**src/hw/rtl/whtni_pkg.sv**
```systemverilog
package whtni_pkg;

	localparam int MaxIcons   = 64;
	localparam int MaxRegions = 32;
	localparam int CoordBits  = 10;

	typedef enum logic [1:0] {
		OP_ADD_ICON   = 2'd0,
		OP_ADD_REGION = 2'd1,
		OP_CLICK      = 2'd2,
		OP_NONE       = 2'd3
	} op_t;

	localparam logic [1:0] KIND_REGION = 2'd0;
	localparam logic [1:0] KIND_ICON   = 2'd1;
	localparam logic [1:0] KIND_NONE   = 2'd2;

	typedef struct packed {
		logic [1:0] operation;
		logic [9:0] x_first;
		logic [9:0] y_first;
		logic [9:0] x_second;
		logic [9:0] y_second;
	} cmd_t;

	typedef struct packed {
		logic [1:0] hit_kind;
		logic [5:0] hit_index;
		logic       last_of_run;
	} result_t;

	typedef enum logic [3:0] {
		ST_IDLE,
		ST_DECODE,
		ST_RSCAN,
		ST_RWAIT,
		ST_IFETCH,
		ST_HSCAN,
		ST_HWAIT,
		ST_DIST,
		ST_NEXT,
		ST_NONE,
		ST_FLUSH
	} state_t;

	// Controller to datapath.
	typedef struct packed {
		logic load;       // latch command, load region index with region count
		logic reg_step;   // advance region index
		logic icon_init;  // restart icon scan
		logic icon_step;  // advance icon index
		logic hid_init;   // restart hiding scan for current icon
		logic hid_step;   // advance hiding region index
		logic hid_sel;    // region read port addressed by the hiding index
		logic dist_eval;  // compare distance of current icon
		logic emit_none;
		logic emit_region;
		logic flush;      // emit pending icon with last flag
		logic pass2;      // second pass active
	} ctl_t;

	// Datapath to controller.
	typedef struct packed {
		logic is_click;
		logic reg_done;   // region index exhausted
		logic reg_hit;    // region at index holds click (registered read valid)
		logic icon_done;
		logic hid_done;
		logic hid_hit;
		logic found;
	} sts_t;

endpackage

```
**src/hw/rtl/whtni_dp.sv**
```systemverilog
module whtni_dp #(
	parameter int MAX_ICONS   = whtni_pkg::MaxIcons,
	parameter int MAX_REGIONS = whtni_pkg::MaxRegions
) (
	input  logic                clk,
	input  logic                arst_n,
	input  whtni_pkg::cmd_t     cmd,
	input  logic                accept,
	input  whtni_pkg::ctl_t     ctl,
	output whtni_pkg::sts_t     sts,
	output logic                res_valid,
	output whtni_pkg::result_t  res
);
	localparam int CB = whtni_pkg::CoordBits;
	localparam int IW = (MAX_ICONS > 1) ? $clog2(MAX_ICONS) : 1;
	localparam int RW = (MAX_REGIONS > 1) ? $clog2(MAX_REGIONS) : 1;
	localparam int IC = $clog2(MAX_ICONS + 1);
	localparam int RC = $clog2(MAX_REGIONS + 1);
	localparam int DW = 2 * CB + 1;

	logic [CB-1:0] ix_mem [MAX_ICONS];
	logic [CB-1:0] iy_mem [MAX_ICONS];
	logic [CB-1:0] rl_mem [MAX_REGIONS];
	logic [CB-1:0] rt_mem [MAX_REGIONS];
	logic [CB-1:0] rr_mem [MAX_REGIONS];
	logic [CB-1:0] rb_mem [MAX_REGIONS];

	logic [IC-1:0] icon_cnt_q;
	logic [RC-1:0] reg_cnt_q;
	logic [CB-1:0] cx_q, cy_q;
	logic is_click_q;
	logic [RC-1:0] ridx_q;   // counts down, region = ridx_q - 1
	logic [IC-1:0] iidx_q;
	logic [RC-1:0] hidx_q;
	logic [CB-1:0] rl_q, rt_q, rr_q, rb_q;
	logic [CB-1:0] ix_q, iy_q;
	logic [DW-1:0] dx2_q, dy2_q;
	logic [DW-1:0] best_q;
	logic found_q;
	logic pend_q;
	logic [IW-1:0] pend_idx_q;
	logic [RW-1:0] rd_addr;
	logic [DW-1:0] dist_sum;
	logic [CB-1:0] adx, ady;
	logic emit;
	whtni_pkg::result_t res_d;

	wire [CB-1:0] ax = cmd.x_first[CB-1:0];
	wire [CB-1:0] ay = cmd.y_first[CB-1:0];

	// Stores.
	always_ff @(posedge clk) begin
		if (accept && cmd.operation == whtni_pkg::OP_ADD_ICON
				&& icon_cnt_q < IC'(MAX_ICONS)) begin
			ix_mem[icon_cnt_q[IW-1:0]] <= ax;
			iy_mem[icon_cnt_q[IW-1:0]] <= ay;
		end
		if (accept && cmd.operation == whtni_pkg::OP_ADD_REGION
				&& reg_cnt_q < RC'(MAX_REGIONS)) begin
			rl_mem[reg_cnt_q[RW-1:0]] <= ax;
			rt_mem[reg_cnt_q[RW-1:0]] <= ay;
			rr_mem[reg_cnt_q[RW-1:0]] <= cmd.x_second[CB-1:0];
			rb_mem[reg_cnt_q[RW-1:0]] <= cmd.y_second[CB-1:0];
		end
	end

	// One region read port, shared by click scan and hiding scan.
	always_comb begin
		if (ctl.hid_sel)
			rd_addr = hidx_q[RW-1:0];
		else
			rd_addr = RW'(ridx_q - RC'(1));
	end

	always_ff @(posedge clk) begin
		rl_q <= rl_mem[rd_addr];
		rt_q <= rt_mem[rd_addr];
		rr_q <= rr_mem[rd_addr];
		rb_q <= rb_mem[rd_addr];
		ix_q <= ix_mem[iidx_q[IW-1:0]];
		iy_q <= iy_mem[iidx_q[IW-1:0]];
	end

	// A pass-two match releases the previously held match, so the final one
	// can still be given the last flag when the pass ends.
	always_comb begin
		emit = 1'b0;
		res_d = '0;
		if (ctl.dist_eval && ctl.pass2 && dist_sum == best_q && pend_q) begin
			emit = 1'b1;
			res_d = '{whtni_pkg::KIND_ICON, 6'(pend_idx_q), 1'b0};
		end else if (ctl.flush) begin
			emit = 1'b1;
			res_d = '{whtni_pkg::KIND_ICON, 6'(pend_idx_q), 1'b1};
		end else if (ctl.emit_none) begin
			emit = 1'b1;
			res_d = '{whtni_pkg::KIND_NONE, 6'd0, 1'b1};
		end else if (ctl.emit_region) begin
			emit = 1'b1;
			res_d = '{whtni_pkg::KIND_REGION, 6'(ridx_q - RC'(1)), 1'b1};
		end
	end

	always_ff @(posedge clk or negedge arst_n) begin
		if (!arst_n) begin
			icon_cnt_q <= '0;
			reg_cnt_q  <= '0;
			is_click_q <= 1'b0;
			ridx_q     <= '0;
			iidx_q     <= '0;
			hidx_q     <= '0;
			best_q     <= '0;
			found_q    <= 1'b0;
			pend_q     <= 1'b0;
			pend_idx_q <= '0;
			res_valid  <= 1'b0;
			res        <= '0;
		end else begin
			res_valid <= emit;
			if (emit)
				res <= res_d;
			if (accept && cmd.operation == whtni_pkg::OP_ADD_ICON
					&& icon_cnt_q < IC'(MAX_ICONS))
				icon_cnt_q <= icon_cnt_q + IC'(1);
			if (accept && cmd.operation == whtni_pkg::OP_ADD_REGION
					&& reg_cnt_q < RC'(MAX_REGIONS))
				reg_cnt_q <= reg_cnt_q + RC'(1);
			if (ctl.load) begin
				is_click_q <= (cmd.operation == whtni_pkg::OP_CLICK);
				ridx_q <= reg_cnt_q;
				found_q <= 1'b0;
				pend_q <= 1'b0;
			end
			if (ctl.reg_step)
				ridx_q <= ridx_q - RC'(1);
			if (ctl.icon_init)
				iidx_q <= '0;
			if (ctl.icon_step)
				iidx_q <= iidx_q + IC'(1);
			if (ctl.hid_init)
				hidx_q <= '0;
			if (ctl.hid_step)
				hidx_q <= hidx_q + RC'(1);
			if (ctl.dist_eval) begin
				if (!ctl.pass2) begin
					if (!found_q || dist_sum < best_q)
						best_q <= dist_sum;
					found_q <= 1'b1;
				end else if (dist_sum == best_q) begin
					pend_q <= 1'b1;
					pend_idx_q <= iidx_q[IW-1:0];
				end
			end
			if (ctl.flush)
				pend_q <= 1'b0;
		end
	end

	always_ff @(posedge clk) begin
		if (ctl.load) begin
			cx_q <= ax;
			cy_q <= ay;
		end
		// Squares registered before the add.
		dx2_q <= DW'(adx) * DW'(adx);
		dy2_q <= DW'(ady) * DW'(ady);
	end

	assign adx = (cx_q > ix_q) ? cx_q - ix_q : ix_q - cx_q;
	assign ady = (cy_q > iy_q) ? cy_q - iy_q : iy_q - cy_q;
	assign dist_sum = dx2_q + dy2_q;

	assign sts.is_click  = is_click_q;
	assign sts.reg_done  = (ridx_q == '0);
	assign sts.reg_hit   = cx_q >= rl_q && cx_q <= rr_q
		&& cy_q >= rt_q && cy_q <= rb_q;
	assign sts.icon_done = (iidx_q >= icon_cnt_q);
	assign sts.hid_done  = (hidx_q >= reg_cnt_q);
	assign sts.hid_hit   = ix_q >= rl_q && ix_q <= rr_q
		&& iy_q >= rt_q && iy_q <= rb_q;
	assign sts.found     = found_q;
endmodule

```
**src/hw/rtl/whtni_ctrl.sv**
```systemverilog
module whtni_ctrl (
	input  logic            clk,
	input  logic            arst_n,
	input  logic            start,
	input  whtni_pkg::sts_t sts,
	output logic            busy,
	output whtni_pkg::ctl_t ctl
);
	whtni_pkg::state_t state_q, state_d;
	logic pass2_q, pass2_d;

	always_ff @(posedge clk or negedge arst_n) begin
		if (!arst_n) begin
			state_q <= whtni_pkg::ST_IDLE;
			pass2_q <= 1'b0;
		end else begin
			state_q <= state_d;
			pass2_q <= pass2_d;
		end
	end

	// Sequence: DECODE issues the read of the newest region, RWAIT tests it and
	// RSCAN issues the next one. For each icon IFETCH reads the icon, HSCAN/HWAIT
	// walk the regions until one covers it, DIST compares the distance once the squares are ready.
	always_comb begin
		state_d = state_q;
		pass2_d = pass2_q;
		unique case (state_q)
			whtni_pkg::ST_IDLE: begin
				if (start) state_d = whtni_pkg::ST_DECODE;
			end
			whtni_pkg::ST_DECODE: begin
				if (!sts.is_click) state_d = whtni_pkg::ST_IDLE;
				else if (sts.reg_done) state_d = whtni_pkg::ST_IFETCH;
				else state_d = whtni_pkg::ST_RWAIT;
			end
			whtni_pkg::ST_RSCAN: begin
				if (sts.reg_done) state_d = whtni_pkg::ST_IFETCH;
				else state_d = whtni_pkg::ST_RWAIT;
			end
			whtni_pkg::ST_RWAIT: begin
				if (sts.reg_hit) state_d = whtni_pkg::ST_IDLE;
				else state_d = whtni_pkg::ST_RSCAN;
			end
			whtni_pkg::ST_IFETCH: begin
				if (sts.icon_done) begin
					if (pass2_q) state_d = whtni_pkg::ST_FLUSH;
					else if (!sts.found) state_d = whtni_pkg::ST_NONE;
					else begin
						pass2_d = 1'b1;
						state_d = whtni_pkg::ST_IFETCH;
					end
				end else state_d = whtni_pkg::ST_HSCAN;
			end
			whtni_pkg::ST_HSCAN: begin
				if (sts.hid_done) state_d = whtni_pkg::ST_DIST;
				else state_d = whtni_pkg::ST_HWAIT;
			end
			whtni_pkg::ST_HWAIT: begin
				if (sts.hid_hit) state_d = whtni_pkg::ST_NEXT;
				else state_d = whtni_pkg::ST_HSCAN;
			end
			whtni_pkg::ST_DIST: state_d = whtni_pkg::ST_NEXT;
			whtni_pkg::ST_NEXT: state_d = whtni_pkg::ST_IFETCH;
			whtni_pkg::ST_NONE: state_d = whtni_pkg::ST_IDLE;
			whtni_pkg::ST_FLUSH: begin
				pass2_d = 1'b0;
				state_d = whtni_pkg::ST_IDLE;
			end
			default: state_d = whtni_pkg::ST_IDLE;
		endcase
	end

	always_comb begin
		ctl = '0;
		busy = (state_q != whtni_pkg::ST_IDLE);
		ctl.pass2 = pass2_q;
		unique case (state_q)
			whtni_pkg::ST_IDLE: ctl.load = start;
			whtni_pkg::ST_DECODE: ctl.icon_init = 1'b1;
			whtni_pkg::ST_RSCAN: ;
			whtni_pkg::ST_RWAIT: begin
				ctl.emit_region = sts.reg_hit;
				ctl.reg_step = !sts.reg_hit;
			end
			whtni_pkg::ST_IFETCH: begin
				ctl.hid_init = 1'b1;
				ctl.icon_init = sts.icon_done && !pass2_q && sts.found;
			end
			whtni_pkg::ST_HSCAN: ctl.hid_sel = 1'b1;
			whtni_pkg::ST_HWAIT: ctl.hid_step = !sts.hid_hit;
			whtni_pkg::ST_DIST: ctl.dist_eval = 1'b1;
			whtni_pkg::ST_NEXT: ctl.icon_step = 1'b1;
			whtni_pkg::ST_NONE: ctl.emit_none = 1'b1;
			whtni_pkg::ST_FLUSH: ctl.flush = 1'b1;
			default: ;
		endcase
	end
endmodule

```
**src/hw/rtl/window_hit_test_nearest_icon.sv**
```systemverilog
// Adds and other non-click commands keep busy high for one cycle after the
// accepting edge. A click first decodes, then tests each stored region from the
// newest down; a region hit gives its one result and ends the click. Otherwise
// two passes run over the stored icons: a visible icon is tested against every
// stored region for the hiding test, a hidden icon stops at the first region
// that covers it, and a final state gives the last or the none result; regions
// are read one at a time through the single region read port. Results appear as
// one-cycle strobes that the receiver cannot stall, and busy falls in the cycle
// that carries the final result.
module window_hit_test_nearest_icon #(
	parameter int MAX_ICONS   = whtni_pkg::MaxIcons,
	parameter int MAX_REGIONS = whtni_pkg::MaxRegions
) (
	input  logic               clk,
	input  logic               arst_n,
	input  logic               start,
	output logic               busy,
	input  whtni_pkg::cmd_t    cmd,
	output logic               result_valid,
	output whtni_pkg::result_t result
);
	whtni_pkg::ctl_t ctl;
	whtni_pkg::sts_t sts;

	whtni_ctrl u_ctrl (
		.clk(clk), .arst_n(arst_n), .start(start), .sts(sts), .busy(busy), .ctl(ctl)
	);

	whtni_dp #(
		.MAX_ICONS(MAX_ICONS), .MAX_REGIONS(MAX_REGIONS)
	) u_dp (
		.clk(clk), .arst_n(arst_n), .cmd(cmd), .accept(start && !busy), .ctl(ctl),
		.sts(sts), .res_valid(result_valid), .res(result)
	);

	a_busy_after_start: assert property (@(posedge clk) disable iff (!arst_n)
		start && !busy |=> busy) else $error("not busy after start");
	a_none_last: assert property (@(posedge clk) disable iff (!arst_n)
		result_valid && result.hit_kind != whtni_pkg::KIND_ICON |-> result.last_of_run)
		else $error("single result without last flag");
	a_idle_quiet: assert property (@(posedge clk) disable iff (!arst_n)
		!busy && !$past(busy) |-> !result_valid) else $error("result while idle");
endmodule

```
**config.mk**
```make
export PLATFORM = sky130hd
export DESIGN_NAME = window_hit_test_nearest_icon
export DESIGN_NICKNAME = d
export VERILOG_FILES = /design/src/hw/rtl/whtni_pkg.sv /design/src/hw/rtl/whtni_dp.sv /design/src/hw/rtl/whtni_ctrl.sv /design/src/hw/rtl/window_hit_test_nearest_icon.sv
export SDC_FILE = /design/constraint.sdc
export NUM_CORES = 2
export LEC_CHECK = 0
export BUFFER_PORTS_ARGS = -buffer_cell sky130_fd_sc_hd__buf_2
export CAP_MARGIN = 15
export CELL_PAD_IN_SITES_DETAIL_PLACEMENT = 0
export CELL_PAD_IN_SITES_GLOBAL_PLACEMENT = 1
export CORE_UTILIZATION = 52
export CTS_BUF_LIST = sky130_fd_sc_hd__clkbuf_2
export CTS_CLUSTER_DIAMETER = 120
export DETAILED_ROUTE_END_ITERATION = 7
export HOLD_SLACK_MARGIN = 0.12
export PLACE_DENSITY_LB_ADDON = 0.1
export SLEW_MARGIN = 20
export SYNTH_ARGS = -nofsm -noshare
export SYNTH_HDL_FRONTEND = slang
export SYNTH_SLANG_ARGS = --single-unit
```
**constraint.sdc**
```tcl
create_clock -name clk -period 6.7 [get_ports clk]
set_input_delay 0.67 -clock clk [delete_from_list [all_inputs] [get_ports clk]]
set_output_delay 0.67 -clock clk [all_outputs]
set_load 0.005 [all_outputs]
```
==> flow_metrics.py <==
metrics = {
    "setup_path": {
        "critPathSlowestCell": "fa_1",
        "cp-end-kind": "register",
        "reg2reg_depth": 30,
        "critPathRequiredTime_ns": 8.39,
        "setup.worst_path.end": "u_dp.dy2_q[18]$_DFF_P_",
        "r2r-end": "u_dp.dy2_q[18]$_DFF_P_",
        "crit_arrival_ns": 8.67,
        "r2r-start": "u_dp.cy_q[0]$_DFFE_PP_",
        "critPathLaunchType": "register",
        "crit_type": "reg -> reg",
        "regToRegSetupSlack_ns": -0.28,
        "slowest_delay_ns": 0.59,
        "worst-path-max-fanout": 6,
        "crit_top_cell": "fa_1",
        "crit_start": "u_dp.cy_q[0]$_DFFE_PP_",
    },
    "global_routing": {
        "grt_max_degree": 143,
        "grt_pass1_vias": 64502,
        "busiest_layer": "met2",
        "use_met3_pct": 4.99,
        "antenna_found_initial": 21,
        "use_met1_pct": 36.7,
        "grt_usage_pct": 25.9,
        "met2_usage_pct": 41.1,
        "grt_pass1_wl_mm": 427,
        "grt_remaining_overflow": 0,
    },
    "synthesis": {
        "syn_inst": 6339,
        "syn_area_per_cell_um2": 18.5,
        "synth_cell_types": 97,
        "synth.top_cell.area_share_pct": 66.1,
        "synthTopCellsByArea": "edfxtp_1 66%, mux2i_1 10%, mux4_2 8.1%, ha_1 3.0%, fa_1 1.7%",
        "ys.flop_type": "edfxtp_1",
        "synth_edf_count": 2580,
        "yosys_warnings": 0,
        "synth_nets": 6761,
        "synth_seq_cells": 2755,
        "async_flop_share_pct": 2.79,
        "ys_seq_area_share_pct": 69.4,
        "syn_area_um2": 117000,
        "yosys.area.top_type": "edfxtp_1",
    },
    "floorplanning": {
        "row_count": 173,
        "ios": 56,
        "core_um2": 223000,
        "die_area_um2": 227000,
        "start_util_pct": 52.6,
        "die_h_um": 477,
        "die_w_um": 477,
    },
    "sta": {
        "clock_skew_ns": 0.201,
        "worst_slack_ns": -0.279,
        "hold_slack_ns": 0.341,
        "setup_viol_count_final": 13,
        "slew_headroom_pct": 17.7,
        "hold_viol_final": 0,
        "layout_min_cycle_time_ns": 6.98,
        "rsz0062_at_grt": "yes",
        "finalCritPeriodShare_pct": 104,
        "fin_tns_setup_ns": -1.48,
        "fmax_mhz": 143,
        "final_max_slew_viol_count": 0,
        "tightest_slew_ns": 1.23,
    },
    "routing": {
        "drc": 0,
        "vias_per_cell": 5.76,
        "routed_wl_mm": 295,
        "wl_per_cell_um": 27.1,
        "vias": 62546,
        "firstDrtPassIters": 5,
        "ant_nets": 0,
        "drt_iter0_drc": 5263,
    },
    "cts": {
        "cts_made_buffers": 697,
        "clock_path_buffers": 4,
        "clkTransAtPathRegs_ns": 0.12,
        "insertion_delay_ns": 1.95,
        "cts_sinks": 2755,
        "clockRootBuffer": "clkbuf_2",
        "htreeDepth": 6,
        "cts_tree": "built",
    },
    "status": {
        "status": "finished with violations",
        "violations": "negative setup slack",
    },
    "min_path": {
        "worstHoldPathType": "in -> reg",
    },
    "final_layout": {
        "fillerInstances": 16992,
        "nets": 7789,
        "layout-drive-gt1-share_pct": 30.0,
        "syn_to_final_growth_pct": 13.1,
        "fin_cells": 10866,
    },
    "place": {
        "place.gp.congestion": 0.836,
        "placedCellCount": 9478,
        "io_buffers": 55,
        "place_hpwl_mm": 167,
    },
    "flow_run": {
        "drv_cap": 0,
    },
}
[synth_stat cells (14+ instances only)]
library cell  count
edfxtp_1       2580
mux2i_1        1214
mux4_2          420
ha_1            277
inv_1           262
nor2_1          210
buf_2           133
clkbuf_1        104
fa_1            100
dfxtp_1          98
nand2_1          94
dfrtp_1          77
a21oi_1          75
mux2_2           73
xnor2_1          61
a21o_1           58
nand3_1          53
o21ai_0          51
buf_1            29
nand2b_1         29
nand4_1          26
xor2_1           26
nor3_1           25
nor2b_1          23
or2_2            14
[final cells by class]
class	count	area, um^2	area share (%)
diodes	23	57.6	0.0434
clock buffers	1027	5140	3.87
clock inverters	173	892	0.673
inverters	266	1010	0.761
multi-input cells	3045	35100	26.4
flip-flops and latches	2755	81400	61.4
well taps	2975	3720	2.81
repair buffers	602	5380	4.06
[placed cells by master, fill, tap and decap left out, types with 24 or more instances in the layout]
cell type,n
dfxtp_1,97
nand2b_1,28
nor2_4,54
ha_1,256
dfrtp_1,72
buf_4,406
edfxtp_1,2580
nor2_2,57
o21ai_0,40
clkbuf_2,1029
mux4_2,420
a21oi_1,60
fa_1,92
clkinv_1,118
buf_2,44
nand3_1,50
inv_1,252
nor2_1,102
nand4_1,26
inv_2,25
xnor2_1,56
nand2_1,90
a21o_1,58
dlygate4sd3_1,94
mux2i_1,1209
buf_12,29
mux2_2,72
xor2_1,24
[critical path: cells and delay by family (launching register included)]
family,cells,cell delay [ns]
AO/OA/AOI/OAI,10,2.14
XOR/XNOR,2,0.24
adder cells (fa/ha/maj),8,3.21
buffers and inverters,7,0.58
flip-flops,1,0.42
AND/OR/NAND/NOR,3,0.28
[per-layer routing]
metal | vias to the layer above | part of all wire (%)
li1 | 27530 | -
met1 | 32508 | 43
met2 | 2103 | 48
met3 | 401 | 6.8
met4 | 4 | 1.8
met5 | - | 0.0092
[timing repair]
| item | CTS | global route |
|---|---|---|
| hold buffers | 115 | 12 |
| resized for setup | 56 | 84 |
| pin swaps | 49 | 51 |
| setup endpoints to repair | 15 | 21 |
| buffers inserted | 24 | 18 |
| cloned | 0 | 0 |
| endpoints found under the hold margin | 2962 | 374 |
[worst min-delay path by stage]
stage,startpoint,to,slack (ns),depth (start not counted)
after global placement,u_dp.pend_idx_q[4]$_DFFE_PN0P_,u_dp.res[5]$_DFFE_PN0P_,0.48,1
after floorplan,arst_n,u_ctrl.pass2_q$_DFFE_PN0P_,0.37,0
after CTS,cmd[33],u_dp.ix_mem[32][3]$_DFFE_PP_,0.13,4
after global routing,cmd[33],u_dp.ix_mem[32][3]$_DFFE_PP_,0.18,4
final,cmd[33],u_dp.ix_mem[32][3]$_DFFE_PP_,0.34,4
after detailed placement,u_dp.pend_idx_q[3]$_DFFE_PN0P_,u_dp.res[4]$_DFFE_PN0P_,0.48,1
[flip-flops by register name (all words and copies together), names as in the netlist, 7 cells and up]
signal / flops
u_dp.rb_mem: 320
u_dp.ix_mem: 640
u_dp.iidx_q: 7
u_dp.rb_q: 10
u_dp.ix_q: 10
u_dp.cx_q: 10
u_dp.rr_mem: 320
u_dp.dy2_q: 19
u_dp.iy_q: 10
u_dp.rt_q: 10
u_dp.icon_cnt_q: 7
u_dp.rl_mem: 320
u_dp.cy_q: 10
u_dp.rl_q: 10
u_dp.best_q: 21
u_dp.rt_mem: 320
u_dp.iy_mem: 640
u_dp.res: 9
u_dp.dx2_q: 19
u_dp.rr_q: 10
[kinds of logic (layout without fill, tap and decap cells)]
group | Yosys count | count (layout) | share of synthesized area (%)
DFF | 2755 | 2755 | 69.4
adders and majority gates | 377 | 377 | 4.66
muxes | 1709 | 1709 | 19.2
xor gates and xnor gates | 89 | 89 | 0.697
buffers and inverters | 539 | 2068 | 1.90
and+or+nand+nor | 536 | 536 | 2.21
AOI/OAI and AO/OA | 334 | 334 | 2.00
other | 0 | 23 | 0
[per-stage QoR]
stage | util (%) | area, um^2 | setup WS, ns
finish | 59.4 | 133000 | -0.279
global route | 59.4 | 133000 | -0.440
CTS | 59.1 | 132000 | -0.188
detailed placement | 55.6 | 124000 | -0.333
global placement | 55.5 | 124000 | -0.297
floorplan | - | 117000 | -0.138
Power is left out: the tool's default activity adds up to more than one toggle a clock period on the data nets, which glitch-free logic cannot reach.
